## src/fit_policy_block_allocator_macros.svh

```systemverilog
// Assertion macros shared by the allocator RTL.
`ifndef FIT_POLICY_BLOCK_ALLOCATOR_MACROS_SVH
`define FIT_POLICY_BLOCK_ALLOCATOR_MACROS_SVH

// Same-cycle implication, disabled while reset is asserted.
`define FPBA_ASSERT_IMP(label, clk, rst_n, ante, cons) \
    label: assert property (@(posedge clk) disable iff (!(rst_n)) (ante) |-> (cons)) \
        else $error("%m: same-cycle check failed");

// Next-cycle implication, disabled while reset is asserted.
`define FPBA_ASSERT_NXT(label, clk, rst_n, ante, cons) \
    label: assert property (@(posedge clk) disable iff (!(rst_n)) (ante) |=> (cons)) \
        else $error("%m: next-cycle check failed");

`endif

```

## src/fpba_pkg.sv

```systemverilog
// Package: sizes, codes, scan state and types of the fit-policy block allocator.
package fpba_pkg;

    localparam int NUM_BLOCKS  = 16;
    localparam int SIZE_BITS   = 16;
    localparam int IDX_BITS    = (NUM_BLOCKS > 1) ? $clog2(NUM_BLOCKS) : 1;

    localparam int OPCODE_BITS = 1;
    localparam int SLOT_BITS   = 4;
    localparam int VALUE_BITS  = 16;
    localparam int STATUS_BITS = 2;
    localparam int POLICY_BITS = 2;

    typedef logic [IDX_BITS-1:0]    t_idx;
    typedef logic [SIZE_BITS-1:0]   t_size;
    typedef logic [OPCODE_BITS-1:0] t_opcode;
    typedef logic [STATUS_BITS-1:0] t_status;
    typedef logic [POLICY_BITS-1:0] t_policy;

    localparam t_opcode OP_LOAD    = 1'b0;
    localparam t_opcode OP_REQUEST = 1'b1;

    localparam t_status ST_LOADED  = 2'd0;
    localparam t_status ST_ALLOC   = 2'd1;
    localparam t_status ST_NONE    = 2'd2;

    localparam t_policy POL_FIRST  = 2'd0;
    localparam t_policy POL_BEST   = 2'd1;
    localparam t_policy POL_WORST  = 2'd2;

    typedef enum logic [1:0] {
        S_IDLE,
        S_SCAN,
        S_LAST,
        S_DONE
    } t_state;

    // Current pick of a scan.
    typedef struct packed {
        logic  vld;
        t_idx  idx;
        t_size size;
    } t_best;

endpackage

```

## src/fpba_ram.sv

```systemverilog
// Generic simple dual-port RAM with registered read.
module fpba_ram #(
    parameter int WIDTH = 16,
    parameter int DEPTH = 16,
    parameter int ADDR_BITS = (DEPTH > 1) ? $clog2(DEPTH) : 1
) (
    input  logic                 i_clk,
    input  logic                 i_we,
    input  logic [ADDR_BITS-1:0] i_waddr,
    input  logic [WIDTH-1:0]     i_wdata,
    input  logic                 i_re,
    input  logic [ADDR_BITS-1:0] i_raddr,
    output logic [WIDTH-1:0]     o_rdata
);

    logic [WIDTH-1:0] r_mem [DEPTH];
    logic [WIDTH-1:0] r_rdata;

    always_ff @(posedge i_clk) begin
        if (i_we) begin
            r_mem[i_waddr] <= i_wdata;
        end
        if (i_re) begin
            r_rdata <= r_mem[i_raddr];
        end
    end

    assign o_rdata = r_rdata;

endmodule

```

## src/fpba_cmp.sv

```systemverilog
// Shared fit compare unit: decide whether one slot replaces the current pick.
module fpba_cmp (
    input  fpba_pkg::t_policy i_policy,
    input  fpba_pkg::t_size   i_cand_size,
    input  logic              i_cand_used,
    input  fpba_pkg::t_size   i_want,
    input  fpba_pkg::t_best   i_best,
    output logic              o_take
);
    import fpba_pkg::*;

    logic adequate;
    logic smaller;
    logic larger;

    assign adequate = !i_cand_used && (i_cand_size >= i_want);
    assign smaller  = i_cand_size < i_best.size;
    assign larger   = i_cand_size > i_best.size;

    // Strict compares keep ties on the lower index.
    always_comb begin
        o_take = 1'b0;
        if (adequate) begin
            if (!i_best.vld) begin
                o_take = 1'b1;
            end else if (i_policy == POL_BEST) begin
                o_take = smaller;
            end else if (i_policy == POL_WORST) begin
                o_take = larger;
            end
        end
    end

endmodule

```

## src/fit_policy_block_allocator.sv

```systemverilog
// Top level: fixed-partition block allocator with first, best or worst fit.
//
//  channel | direction | handshake                  | word
//  --------+-----------+----------------------------+---------------------------------
//  in      | to block  | i_in_valid / o_in_stall    | opcode, slot_index, size_value
//  out     | from block| o_out_valid / i_out_stall  | status, chosen_slot, chosen_size
//  cfg     | to block  | i_cfg_valid / o_cfg_ready  | fit policy (2 bits)
//
// A load word goes from S_IDLE to S_DONE; a request runs S_SCAN and S_LAST
// first; no new word is taken until S_DONE returns to S_IDLE. The request time
// is set by the scan: one read of the slot size RAM and one pass through the
// shared compare unit per slot. A result waits in S_DONE while the output
// register is full and stalled. Synchronous active-low reset marks every slot
// used, sets first fit; the size RAM needs no clearing: used slots never win.
module fit_policy_block_allocator (
    input  logic                                i_clk,
    input  logic                                i_rst_n,
    // input channel
    input  logic                                i_in_valid,
    output logic                                o_in_stall,
    input  fpba_pkg::t_opcode                   i_opcode,
    input  logic [fpba_pkg::SLOT_BITS-1:0]      i_slot_index,
    input  logic [fpba_pkg::VALUE_BITS-1:0]     i_size_value,
    // result channel
    output logic                                o_out_valid,
    input  logic                                i_out_stall,
    output fpba_pkg::t_status                   o_status,
    output logic [fpba_pkg::SLOT_BITS-1:0]      o_chosen_slot,
    output logic [fpba_pkg::VALUE_BITS-1:0]     o_chosen_size,
    // configuration channel
    input  logic                                i_cfg_valid,
    output logic                                o_cfg_ready,
    input  fpba_pkg::t_policy                   i_cfg_data
);
    import fpba_pkg::*;

    `include "fit_policy_block_allocator_macros.svh"

    t_state  r_state, n_state;
    t_policy r_fit_policy;

    // Captured request word.
    t_opcode               r_op;
    logic [SLOT_BITS-1:0]  r_load_slot;
    t_size                 r_want;

    // Scan pipeline: address stage, then compare stage in the next cycle.
    t_idx  r_rd_idx;
    logic  r_cand_vld;
    t_idx  r_cand_idx;
    t_best r_best;

    logic [NUM_BLOCKS-1:0] r_used;

    logic                  r_out_valid;
    t_status               r_out_status;
    logic [SLOT_BITS-1:0]  r_out_slot;
    logic [VALUE_BITS-1:0] r_out_size;

    logic  in_acc;
    logic  in_range;
    logic  scan_en;
    logic  last_addr;
    logic  out_free;
    logic  out_load;
    logic  ram_we;
    t_size ram_rdata;
    logic  take;

    assign in_acc    = i_in_valid && !o_in_stall;
    assign in_range  = 32'(i_slot_index) < NUM_BLOCKS;
    assign last_addr = r_rd_idx == IDX_BITS'(NUM_BLOCKS - 1);
    assign out_free  = !r_out_valid || !i_out_stall;
    assign ram_we    = in_acc && (i_opcode == OP_LOAD) && in_range;

    // Next state.
    always_comb begin
        n_state = r_state;
        unique case (r_state)
            S_IDLE: begin
                if (in_acc) begin
                    n_state = (i_opcode == OP_REQUEST) ? S_SCAN : S_DONE;
                end
            end
            S_SCAN: begin
                if (last_addr) begin
                    n_state = S_LAST;
                end
            end
            S_LAST: begin
                n_state = S_DONE;
            end
            S_DONE: begin
                if (out_free) begin
                    n_state = S_IDLE;
                end
            end
            default: begin
                n_state = S_IDLE;
            end
        endcase
    end

    // State outputs.
    always_comb begin
        o_in_stall = 1'b1;
        scan_en    = 1'b0;
        out_load   = 1'b0;
        unique case (r_state)
            S_IDLE: begin
                o_in_stall = 1'b0;
            end
            S_SCAN: begin
                scan_en = 1'b1;
            end
            S_LAST: begin
                scan_en = 1'b0;
            end
            S_DONE: begin
                out_load = out_free;
            end
            default: begin
                o_in_stall = 1'b1;
            end
        endcase
    end

    assign o_cfg_ready = 1'b1;

    fpba_ram #(
        .WIDTH (SIZE_BITS),
        .DEPTH (NUM_BLOCKS)
    ) u_size_ram (
        .i_clk   (i_clk),
        .i_we    (ram_we),
        .i_waddr (IDX_BITS'(i_slot_index)),
        .i_wdata (SIZE_BITS'(i_size_value)),
        .i_re    (scan_en),
        .i_raddr (r_rd_idx),
        .o_rdata (ram_rdata)
    );

    fpba_cmp u_cmp (
        .i_policy    (r_fit_policy),
        .i_cand_size (ram_rdata),
        .i_cand_used (r_used[r_cand_idx]),
        .i_want      (r_want),
        .i_best      (r_best),
        .o_take      (take)
    );

    // Control state.
    always_ff @(posedge i_clk) begin
        if (!i_rst_n) begin
            r_state      <= S_IDLE;
            r_fit_policy <= POL_FIRST;
            r_used       <= '1;
            r_cand_vld   <= 1'b0;
            r_best.vld   <= 1'b0;
            r_out_valid  <= 1'b0;
        end else begin
            r_state    <= n_state;
            r_cand_vld <= scan_en;
            if (i_cfg_valid && o_cfg_ready) begin
                r_fit_policy <= i_cfg_data;
            end
            // Free the slot on load; claim the pick when its result goes out.
            if (ram_we) begin
                r_used[IDX_BITS'(i_slot_index)] <= 1'b0;
            end
            if (out_load && (r_op == OP_REQUEST) && r_best.vld) begin
                r_used[r_best.idx] <= 1'b1;
            end
            // Drop the pick on a new word; advance it when the compare unit says take.
            if (in_acc) begin
                r_best.vld <= 1'b0;
            end else if (r_cand_vld && take) begin
                r_best.vld  <= 1'b1;
                r_best.idx  <= r_cand_idx;
                r_best.size <= ram_rdata;
            end
            if (out_load) begin
                r_out_valid <= 1'b1;
            end else if (!i_out_stall) begin
                r_out_valid <= 1'b0;
            end
        end
    end

    // Payload and scan datapath.
    always_ff @(posedge i_clk) begin
        if (in_acc) begin
            r_op        <= i_opcode;
            r_load_slot <= i_slot_index;
            r_want      <= SIZE_BITS'(i_size_value);
            r_rd_idx    <= '0;
        end else if (scan_en && !last_addr) begin
            r_rd_idx <= r_rd_idx + 1'b1;
        end
        r_cand_idx <= r_rd_idx;
        if (out_load) begin
            if (r_op == OP_LOAD) begin
                r_out_status <= ST_LOADED;
                r_out_slot   <= r_load_slot;
                r_out_size   <= '0;
            end else if (r_best.vld) begin
                r_out_status <= ST_ALLOC;
                r_out_slot   <= SLOT_BITS'(r_best.idx);
                r_out_size   <= VALUE_BITS'(r_best.size);
            end else begin
                r_out_status <= ST_NONE;
                r_out_slot   <= '0;
                r_out_size   <= '0;
            end
        end
    end

    assign o_out_valid   = r_out_valid;
    assign o_status      = r_out_status;
    assign o_chosen_slot = r_out_slot;
    assign o_chosen_size = r_out_size;

    `FPBA_ASSERT_IMP(a_cand_in_scan, i_clk, i_rst_n, r_cand_vld,
        (r_state == S_SCAN) || (r_state == S_LAST))
    `FPBA_ASSERT_IMP(a_last_after_scan, i_clk, i_rst_n, r_state == S_LAST,
        $past(r_state) == S_SCAN)
    `FPBA_ASSERT_IMP(a_pick_fits, i_clk, i_rst_n,
        (r_state == S_DONE) && (r_op == OP_REQUEST) && r_best.vld,
        r_best.size >= r_want)
    `FPBA_ASSERT_NXT(a_pick_claimed, i_clk, i_rst_n,
        out_load && (r_op == OP_REQUEST) && r_best.vld,
        r_used[$past(r_best.idx)])

endmodule

```

## config.mk

```make
export PLATFORM = sky130hd
export DESIGN_NAME = fit_policy_block_allocator
export DESIGN_NICKNAME = d
export VERILOG_FILES = /design/src/fpba_pkg.sv /design/src/fpba_ram.sv /design/src/fpba_cmp.sv /design/src/fit_policy_block_allocator.sv
export VERILOG_INCLUDE_DIRS = /design/src /design/src/src
export SDC_FILE = /design/constraint.sdc
export NUM_CORES = 1
export LEC_CHECK = 0
export BUFFER_PORTS_ARGS = -buffer_cell sky130_fd_sc_hd__buf_2
export CAP_MARGIN = 20
export CORE_UTILIZATION = 64
export CTS_BUF_LIST = sky130_fd_sc_hd__clkbuf_4 sky130_fd_sc_hd__clkbuf_8
export DETAILED_ROUTE_END_ITERATION = 12
export MAX_ROUTING_LAYER = met4
export PLACE_DENSITY = 0.81
export SYNTH_ARGS = -nofsm -noshare
export SYNTH_HDL_FRONTEND = slang
export SYNTH_SLANG_ARGS = --single-unit
```

## constraint.sdc

```tcl
create_clock -name i_clk -period 3.44 [get_ports i_clk]
set_input_delay 0.344 -clock i_clk [delete_from_list [all_inputs] [get_ports i_clk]]
set_output_delay 0.344 -clock i_clk [all_outputs]
set_load 0.05 [all_outputs]
```

==> impl_metrics.yaml, run 1 <==
status:
  status: "complete, but fails checks"
  violations: "design-rule violations"
critical_path:
  critPathTopFamily: "compound AO/OA/AOI/OAI gates"
  timing.rr.end: "r_best[6]$_DFFE_PP_"
  cp-startpoint: "r_best[14]$_DFFE_PP_"
  reg2reg_setup_slack_ns: 0.84
  critPathBufInv: 2
  required_ns: 3.70
  slowest_delay_ns: 0.47
  cp-start-kind: "flop"
  critPathMaxFanout: 20
  crit_path_end: "r_best[6]$_DFFE_PP_"
  cp.arrival_ns: 2.87
  r2r_cells: 9
  crit_cells: 9
  r2r_start: "r_best[14]$_DFFE_PP_"
  timing.setup.critical_path_class: "flop to flop"
  crit_chain: "inv_1 > ha_1 > a21oi_1 > nand2_1 > a21o_1 > a2111oi_0 > mux2i_1 > a21oi_2 > buf_4"
  critical_path.endpoint_type: "flop"
  slowest_stage: "a2111oi_0"
grt:
  grt_pass1_vias: 7646
  grt_pass1_wl_um: 45200
  grt_max_degree: 51
  grtUsageTotal_pct: 27.7
  gr-total-overflow: 0
  antenna_found_initial: 0
finish:
  area_growth_pct: 12.8
  fillCellCount: 1203
  fin_nets: 913
  drive_above_1_share_pct: 29.1
  multi_input_area_sq_um: 3470
  layout.cells.most_common_list: "edfxtp_1, mux4_2, clkbuf_8"
  regArea_sq_um: 10700
  antenna_cells: 0
  final_common_cell: "edfxtp_1"
power:
  p_leak_nw: 5.68
  irDropWorstVdd_mv: 0.354
  power_density_nw_per_um2: 679
flow_run:
  drv_cap: 0
synthesis:
  synthArstFlopShare_pct: 0
  syn_nets: 802
  synth-edff-count: 335
  syn_area_per_cell_sq_um: 19.6
  synth_cell_type_count: 44
  yosys_warnings: 0
  syn_area_sq_um: 14400
  ys_seq_elements: 366
  ys_seq_area_share_pct: 74.0
  synth_cells: 736
  yosys_most_used_dff: "edfxtp_1"
placed_design:
  portBuffers: 51
  dp_hpwl_um: 17800
  place.gp.congestion: 0.879
  dp_worst_setup_slack_ns: 0.894
cts:
  clkSlewWorstSetupHoldPaths_ns: 0.06
  cts_tree: "built"
  cts_max_path_buffers: 3
  cts_num_sinks: 366
  clock_latency_ns: 0.58
  cts_root_buf: "clkbuf_8"
  htree_levels: 2
  numCtsBuffers: 55
floorplanning:
  fp.dieH_um: 152
  fp.dieW_um: 152
  ios: 53
  die_area_sq_um: 23200
  start_util_pct: 65.8
  core_area_sq_um: 22000
  core.rowCount: 54
sta:
  finClkSkew_ns: 0.0254
  hold_ws_ns: 0.0383
  hold_viol_final: 0
  setup_tns_ns: 0
  slew_violations: 0
  tightest_slew_ns: 0.785
  fin_ws_ns: 0.838
  min_period_over_period_pct: 75.6
  slew_headroom_pct: 47.4
  fmax_ghz: 0.384
  rsz0062_at_grt: "false"
  finalSetupViolations: 0
  period_minus_slack_ns: 2.60
drt:
  drt_iter0_markers: 629
  wl_per_cell_um: 25.3
  drc: 10
  viasPerCell: 6.31
  ant_nets: 0
  finalWirelength_um: 29600
  detail_route.first_pass.iterations: 9
  dr_total_vias: 7391
min_path:
  worst_hold_startpoint: "i_cfg_data[1]"
  hold_path.class: "input port to flop"
## worst register-to-register path, stage by stage, from the launching register on
cell and delay, ns:
edfxtp_1 0.39, inv_1 0.08, ha_1 0.33, a21oi_1 0.13, nand2_1 0.07, a21o_1 0.16
a2111oi_0 0.47, mux2i_1 0.19, a21oi_2 0.17, buf_4 0.28
## worst min-delay path by stage
stage / to / cells past startpoint
2_1_floorplan: r_cand_idx[2]$_DFF_P_ / 0
3_3_place_gp: r_best[0]$_DFFE_PP_ / 0
3_5_place_dp: r_best[0]$_DFFE_PP_ / 0
4_1_cts: r_fit_policy[1]$_SDFFE_PN0P_ / 3
5_1_grt: r_fit_policy[0]$_SDFFE_PN0P_ / 3
6_report: r_fit_policy[1]$_SDFFE_PN0P_ / 3
## routing by layer
layer	global-route usage, %	vias to the layer above	routed length, um
li1	-	3213	-
met2	43.8	319	15000
met3	5.12	76	2180
met1	35.8	3783	11400
met4	12.2	0	1030
met5	-	-	0
## cells by family after synthesis
logic type,Yosys count,share of synthesized area (%)
multiplexers,90,13.7
adder cells (fa/ha/maj),38,3.29
AND/OR/NAND/NOR,105,3.67
AO/OA/AOI/OAI,62,2.96
flip-flops,366,74.0
XOR/XNOR,3,0.182
buffers and inverters,71,2.18
other,1,0.0260
## registers in the layout (all words and copies together), names as in the netlist, 16 cells and up
signal,count
r_want,16
r_best,21
u_size_ram.r_mem,256
r_used,16
o_chosen_size,16
u_size_ram.o_rdata,16
## through the flow
stage               instances  util [%]  total power, mW  cell area [sq um]
global placement         1067      69.0             7.56              15100
floorplan                 736         -             7.07              14400
global route             1172      74.2             11.5              16300
CTS                      1172      74.2             11.1              16300
detailed placement       1067      69.0             7.69              15100
finish                   1172      74.2             11.1              16300
## cells in the mapped netlist (2+ instances only)
cell / count / area share [%]
edfxtp_1: 335 / 70
mux4_2: 81 / 13
inv_1: 45 / 1.2
ha_1: 38 / 3.3
dfxtp_1: 31 / 4.3
nor2_1: 22 / 0.57
nand2_1: 20 / 0.52
o21ai_0: 18 / 0.62
and3_1: 17 / 0.74
nand3_1: 12 / 0.42
a21oi_1: 11 / 0.38
clkbuf_1: 10 / 0.26
buf_2: 9 / 0.31
a21o_1: 8 / 0.42
nand2b_1: 8 / 0.35
nand4_1: 7 / 0.30
nor2b_1: 7 / 0.30
o211ai_1: 7 / 0.36
nor3_1: 6 / 0.21
mux2i_1: 5 / 0.35
buf_6: 4 / 0.31
mux4_1: 4 / 0.73
o311ai_1: 4 / 0.24
a31oi_1: 2 / 0.087
and2_1: 2 / 0.087
buf_4: 2 / 0.10
o211a_1: 2 / 0.14
o221ai_1: 2 / 0.12
xor2_1: 2 / 0.12
## power by group
group | switching, mW | internal, mW
combinational | 1.09 | 1.02
clock | 1.57 | 1.90
sequential | 0.282 | 5.20
total | 2.94 | 8.12
## area by class of cell
cell class / count / area share [%]
sequential: 366 / 65.6
multi-input combinational: 299 / 21.3
inverter: 45 / 1.04
tap: 280 / 2.15
timing repair buffer: 80 / 3.10
clock buffer: 80 / 5.99
clock inverter: 22 / 0.807
## what timing repair did
item / in CTS / in global routing
hold endpoints to repair: 3 / 0
endpoints found under the setup margin: 0 / 0
hold buffers: 3 / 0
buffers inserted: 0 / 0
gates resized for setup: 0 / 0
(Power assumes the default switching activity.)
==> run 2, diff against run 1 <==
Clock period 3.44 ns to 2.5 ns, I/O delays scaled along.
==> run 2 against run 1 <==
Compared with the run above:
- the flow finishes with violations (design-rule violations, negative setup slack)
- worst setup slack got worse by 0.84 ns
- highest routed layer unchanged
- non-clock buffer count rose by 33
- die area did not move
- sequential power rose by 35%
- largest power group unchanged
==> impl_metrics.yaml, run 2 (synthesis results as in run 1) <==
drt:
  drc: 9
  viasPerCell: 6.31
  ant_nets: 0
  detail_route.first_pass.iterations: 9
  drt_iter0_markers: 660
  dr_total_vias: 7555
  finalWirelength_um: 30100
  wl_per_cell_um: 25.1
finish:
  regMostFlops: "u_size_ram.r_mem"
  fin_nets: 946
  largest_reg_flops: 256
  reg.largest.list: "u_size_ram.r_mem: 256 flops, r_best: 21 flops"
  antenna_cells: 0
  final_util_pct: 75.7
  design_area_sq_um: 16600
  drive_above_1_share_pct: 31.6
  final_common_cell: "edfxtp_1"
  fillCellCount: 1193
  layout.cells.most_common_list: "edfxtp_1, mux4_2, clkbuf_8"
  area_growth_pct: 15.1
critical_path:
  timing.setup.critical_path_class: "flop to flop"
  slowest_delay_ns: 0.48
  critical_path.endpoint_type: "flop"
  required_ns: 2.80
  cp.arrival_ns: 2.80
  slowest_stage: "edfxtp_1"
  critPathMaxFanout: 9
  cp-start-kind: "flop"
  crit_chain: "ha_1 > nand4_1 > or3_1 > a311oi_4 > o21ai_2 > a21oi_4 > buf_12"
cts:
  cts_max_path_buffers: 3
  numCtsBuffers: 54
  cts_num_sinks: 366
  cts_tree: "built"
  cts_root_buf: "clkbuf_8"
  clock_latency_ns: 0.58
  htree_levels: 2
  clkSlewWorstSetupHoldPaths_ns: 0.06
power:
  irDropWorstVdd_mv: 0.535
  power_density_nw_per_um2: 920
  internal-power_mw: 11.2
  p_total_mw: 15.3
  combinationalPowerShare_pct: 21.6
  sw_frac_of_total_pct: 26.8
  p_leak_nw: 5.82
  clkPwrFrac_pct: 30.1
  power_frac_seq_pct: 48.3
  p_switching_mw: 4.11
floorplanning:
  fp.dieW_um: 152
  fp.dieH_um: 152
  ios: 53
  core_area_sq_um: 22000
  start_util_pct: 65.8
  core.rowCount: 54
  die_area_sq_um: 23200
placed_design:
  dp_hpwl_um: 18100
  dp_worst_setup_slack_ns: -0.220
  place.gp.congestion: 0.940
  placed_area_sq_um: 15400
  portBuffers: 51
grt:
  antenna_found_initial: 0
  grt_max_degree: 69
  grt_pass1_wl_um: 45400
  gr-total-overflow: 0
  grt_pass1_vias: 7730
  grtUsageTotal_pct: 27.7
status:
  status: "complete, but fails checks"
  violations: "design-rule violations, negative setup slack"
sta:
  finalSetupViolations: 5
  slew_violations: 0
  min_period_over_period_pct: 100
  slew_headroom_pct: 42.6
  period_minus_slack_ns: 2.50
  fmax_ghz: 0.400
  setup_tns_ns: -0.00138
  fin_ws_ns: -0.000348
  finClkSkew_ns: 0.0185
  hold_viol_final: 0
  tightest_slew_ns: 0.857
min_path:
  hold_path.class: "input port to flop"
flow_run:
  drv_cap: 0
==> run 2: changes by cell type in the layout (fill, tap and decap cells not counted), sizes merged <==
cell         change
buf             +26
dlygate4sd3      +7
clkbuf           -5
clkinv           -5
a21oi            +1
clkinvlp         +1
==> run 2: area by class of cell <==
class / instances / area, sq um / share of cell area [%]
repair buffers: 113 / 833 / 5.01
clock buffers: 75 / 920 / 5.53
clock inverters: 18 / 116 / 0.700
well taps: 280 / 350 / 2.11
multi-input cells: 300 / 3550 / 21.4
inverters: 45 / 169 / 1.02
flip-flops and latches: 366 / 10700 / 64.3
==> run 2: path summary, 6_finish.rpt <==
check,start,slack [ns],cells after the start,endpoint
setup / recovery,u_size_ram.o_rdata[5]$_DFFE_PP_,-0.0003,7,r_best[12]$_DFFE_PP_
hold / removal,i_size_value[13],0.04,1,u_size_ram.r_mem[0][13]$_DFFE_PP_
setup reg to reg,u_size_ram.o_rdata[5]$_DFFE_PP_,-0.0003,7,r_best[12]$_DFFE_PP_
hold reg to reg,u_size_ram.o_rdata[0]$_DFFE_PP_,0.45,0,r_best[0]$_DFFE_PP_
==> run 2: through the flow <==
step	cells	hold slack, ns
finish	1197	0.0444
floorplan	736	0.326
detailed placement	1089	0.434
global placement	1089	0.435
CTS	1194	0.0111
global route	1197	0.0270
==> run 2: power by group through the flow <==
stage | Sequential [mW] | Clock (mW) | Combinational [mW]
floorplan | 7.56 | 0 | 2.18
global placement | 7.48 | 0 | 3.07
detailed placement | 7.51 | 0 | 3.21
CTS | 7.38 | 4.68 | 3.26
global route | 7.42 | 4.94 | 3.55
finish | 7.39 | 4.61 | 3.31
==> run 2: what timing repair did <==
| action | 4_1_cts | 5_1_grt |
|---|---|---|
| gates cloned | 1 | 0 |
| resized for setup | 3 | 9 |
| setup buffers | 1 | 3 |
| setup endpoints to repair | 20 | 20 |
| pin swaps | 1 | 4 |
| hold buffers | 10 | 0 |
| endpoints found under the hold margin | 8 | 0 |
==> run 2: critical path: cells and delay by family (launching register included) <==
kind | cells | cell delay (ns)
AOI/OAI and AO/OA | 3 | 0.68
and+or+nand+nor | 2 | 0.51
buffers and inverters | 1 | 0.15
DFF | 1 | 0.48
adders and majority gates | 1 | 0.39
==> run 2: layer usage <==
layer / GRT usage (%) / vias to the layer above / share of wire, %
met5: - / - / 0
met4: 11.2 / 0 / 3.4
met3: 4.24 / 70 / 6.6
met2: 44.1 / 362 / 51
met1: 36.7 / 3863 / 39
li1: - / 3260 / -
==> run 3, diff against run 2 <==
Settings changed: BUFFER_PORTS_ARGS -buffer_cell sky130_fd_sc_hd__buf_2 to default, CORE_UTILIZATION 64 to 65, DONT_BUFFER_PORTS from default to 1, PLACE_DENSITY 0.81 to 0.8, TNS_END_PERCENT from default to 30.
==> run 3 against run 2 <==
Compared with the run above:
- the run now ends clean
- critical path type unchanged
- worst hold slack better by 0.017 ns
- global-route usage is 1.4 points higher
- critical path depth is 2 higher
- register-to-register slack better by 0.08 ns
==> impl_metrics.yaml, run 3 (synthesis results as in run 1) <==
critical_path:
  reg2reg_setup_slack_ns: 0.08
  critPathMaxFanout: 6
  cp-start-kind: "flop"
  cp.arrival_ns: 2.74
  required_ns: 2.82
  timing.setup.critical_path_class: "flop to flop"
  critical_path.endpoint_type: "flop"
cts:
  htree_levels: 2
  cts_root_buf: "clkbuf_8"
  cts_tree: "built"
  clkSlewWorstSetupHoldPaths_ns: 0.07
  clock_latency_ns: 0.58
  numCtsBuffers: 54
  cts_max_path_buffers: 3
  cts_num_sinks: 366
power:
  combinationalPowerShare_pct: 20.3
  power_density_nw_per_um2: 921
  p_leak_nw: 5.73
  irDropWorstVdd_mv: 0.556
  sw_frac_of_total_pct: 26.8
  p_total_mw: 15.4
  p_switching_mw: 4.12
  clkPwrFrac_pct: 30.4
  internal-power_mw: 11.3
  power_frac_seq_pct: 49.3
drt:
  ant_nets: 0
  viasPerCell: 6.35
  finalWirelength_um: 30500
  met2_length_um: 15100
  detail_route.first_pass.iterations: 5
  wl_per_cell_um: 26.0
  drc: 0
  wl_met1_um: 12200
  wl_met3_um: 2280
  drt_iter0_markers: 672
  dr_total_vias: 7439
  top_layer: "met4"
sta:
  slew_violations: 0
  setup_tns_ns: 0
  period_minus_slack_ns: 2.42
  fmax_ghz: 0.414
  tightest_slew_ns: 0.851
  hold_viol_final: 0
  min_period_over_period_pct: 96.7
  finalSetupViolations: 0
  rsz0062_at_grt: "false"
  finClkSkew_ns: 0.0237
  slew_headroom_pct: 43.1
grt:
  grtUsageTotal_pct: 29.1
  grt_pass1_wl_um: 45500
  gr-total-overflow: 0
  grt_max_degree: 27
  grt_pass1_vias: 7704
  antenna_found_initial: 5
placed_design:
  place.gp.congestion: 0.938
  portBuffers: 0
  dp_hpwl_um: 18100
floorplanning:
  fp.dieW_um: 151
  fp.dieH_um: 151
  die_area_sq_um: 22800
  ios: 53
  start_util_pct: 66.2
  core_area_sq_um: 21800
  core.rowCount: 54
status:
  status: "completed"
finish:
  area_growth_pct: 15.9
  fin_nets: 908
  final_common_cell: "edfxtp_1"
  reg.largest.list: "u_size_ram.r_mem: 256 flops, r_best: 21 flops"
  largest_reg_flops: 256
  drive_above_1_share_pct: 26.3
  layout.cells.most_common_list: "edfxtp_1, mux4_2, clkbuf_8"
  regMostFlops: "u_size_ram.r_mem"
  fillCellCount: 1118
min_path:
  hold_path.class: "input port to flop"
flow_run:
  drv_cap: 0
==> run 3: layer usage <==
metal,up-vias,track usage [%]
met5,-,-
met4,0,10.8
met3,73,5.39
met2,335,46.5
met1,3833,37.9
li1,3198,-
==> run 3: power groups by stage <==
stage,Combinational (mW),Clock [mW],Sequential [mW]
3_3_place_gp,2.85,0,7.69
6_report,3.13,4.68,7.60
5_1_grt,3.35,5.05,7.63
3_5_place_dp,3.00,0,7.72
4_1_cts,3.13,4.76,7.60
2_1_floorplan,2.18,0,7.56
==> run 3: path summary, 6_finish.rpt <==
kind                                          from                 endpoint  cells after the start
setup / recovery  u_size_ram.o_rdata[14]$_DFFE_PP_     r_best[13]$_DFFE_PP_                      9
setup reg to reg  u_size_ram.o_rdata[14]$_DFFE_PP_     r_best[13]$_DFFE_PP_                      9
hold / removal                          i_in_valid  r_best[20]$_SDFFE_PP0P_                      3
hold reg to reg    u_size_ram.o_rdata[0]$_DFFE_PP_      r_best[0]$_DFFE_PP_                      0
==> run 3: timing repair <==
| action | 4_1_cts | 5_1_grt |
|---|---|---|
| pin swaps | 1 | 1 |
| setup endpoints to repair | 20 | 20 |
| setup buffers | 3 | 1 |
| resized for setup | 4 | 2 |
| endpoints found under the hold margin | 300 | 0 |
| gates cloned | 1 | 0 |
| hold buffers | 27 | 0 |
==> run 3: metrics by stage <==
step	worst slack, ns	instances	hold WS [ns]	cell area (sq um)	utilization, %
2_1_floorplan	-0.0888	736	0.326	14500	-
3_3_place_gp	-0.156	1034	0.331	15300	70.0
3_5_place_dp	-0.248	1034	0.334	15300	70.0
4_1_cts	0.0469	1166	0.0316	16700	76.5
5_1_grt	0.00326	1172	0.0304	16700	76.7
6_report	0.0826	1172	0.0616	16700	76.7
==> run 3: final cells by class <==
cell class / instances / area [sq um] / area share [%]
flip-flops and latches: 366 / 10700 / 63.8
multi-input cells: 300 / 3520 / 21.0
clock buffers: 81 / 996 / 5.95
repair buffers: 75 / 918 / 5.49
well taps: 280 / 350 / 2.09
inverters: 45 / 169 / 1.01
clock inverters: 20 / 88.8 / 0.531
diodes: 5 / 12.5 / 0.0748
==> run 3: critical path, cell delays in order, from the launching register on <==
cell       delay [ns]
edfxtp_1         0.43
ha_1             0.34
a21oi_1          0.14
nand2_1          0.07
a21o_1           0.20
a2111oi_2        0.28
buf_4            0.18
mux2i_4          0.28
a21oi_4          0.08
buf_4            0.17
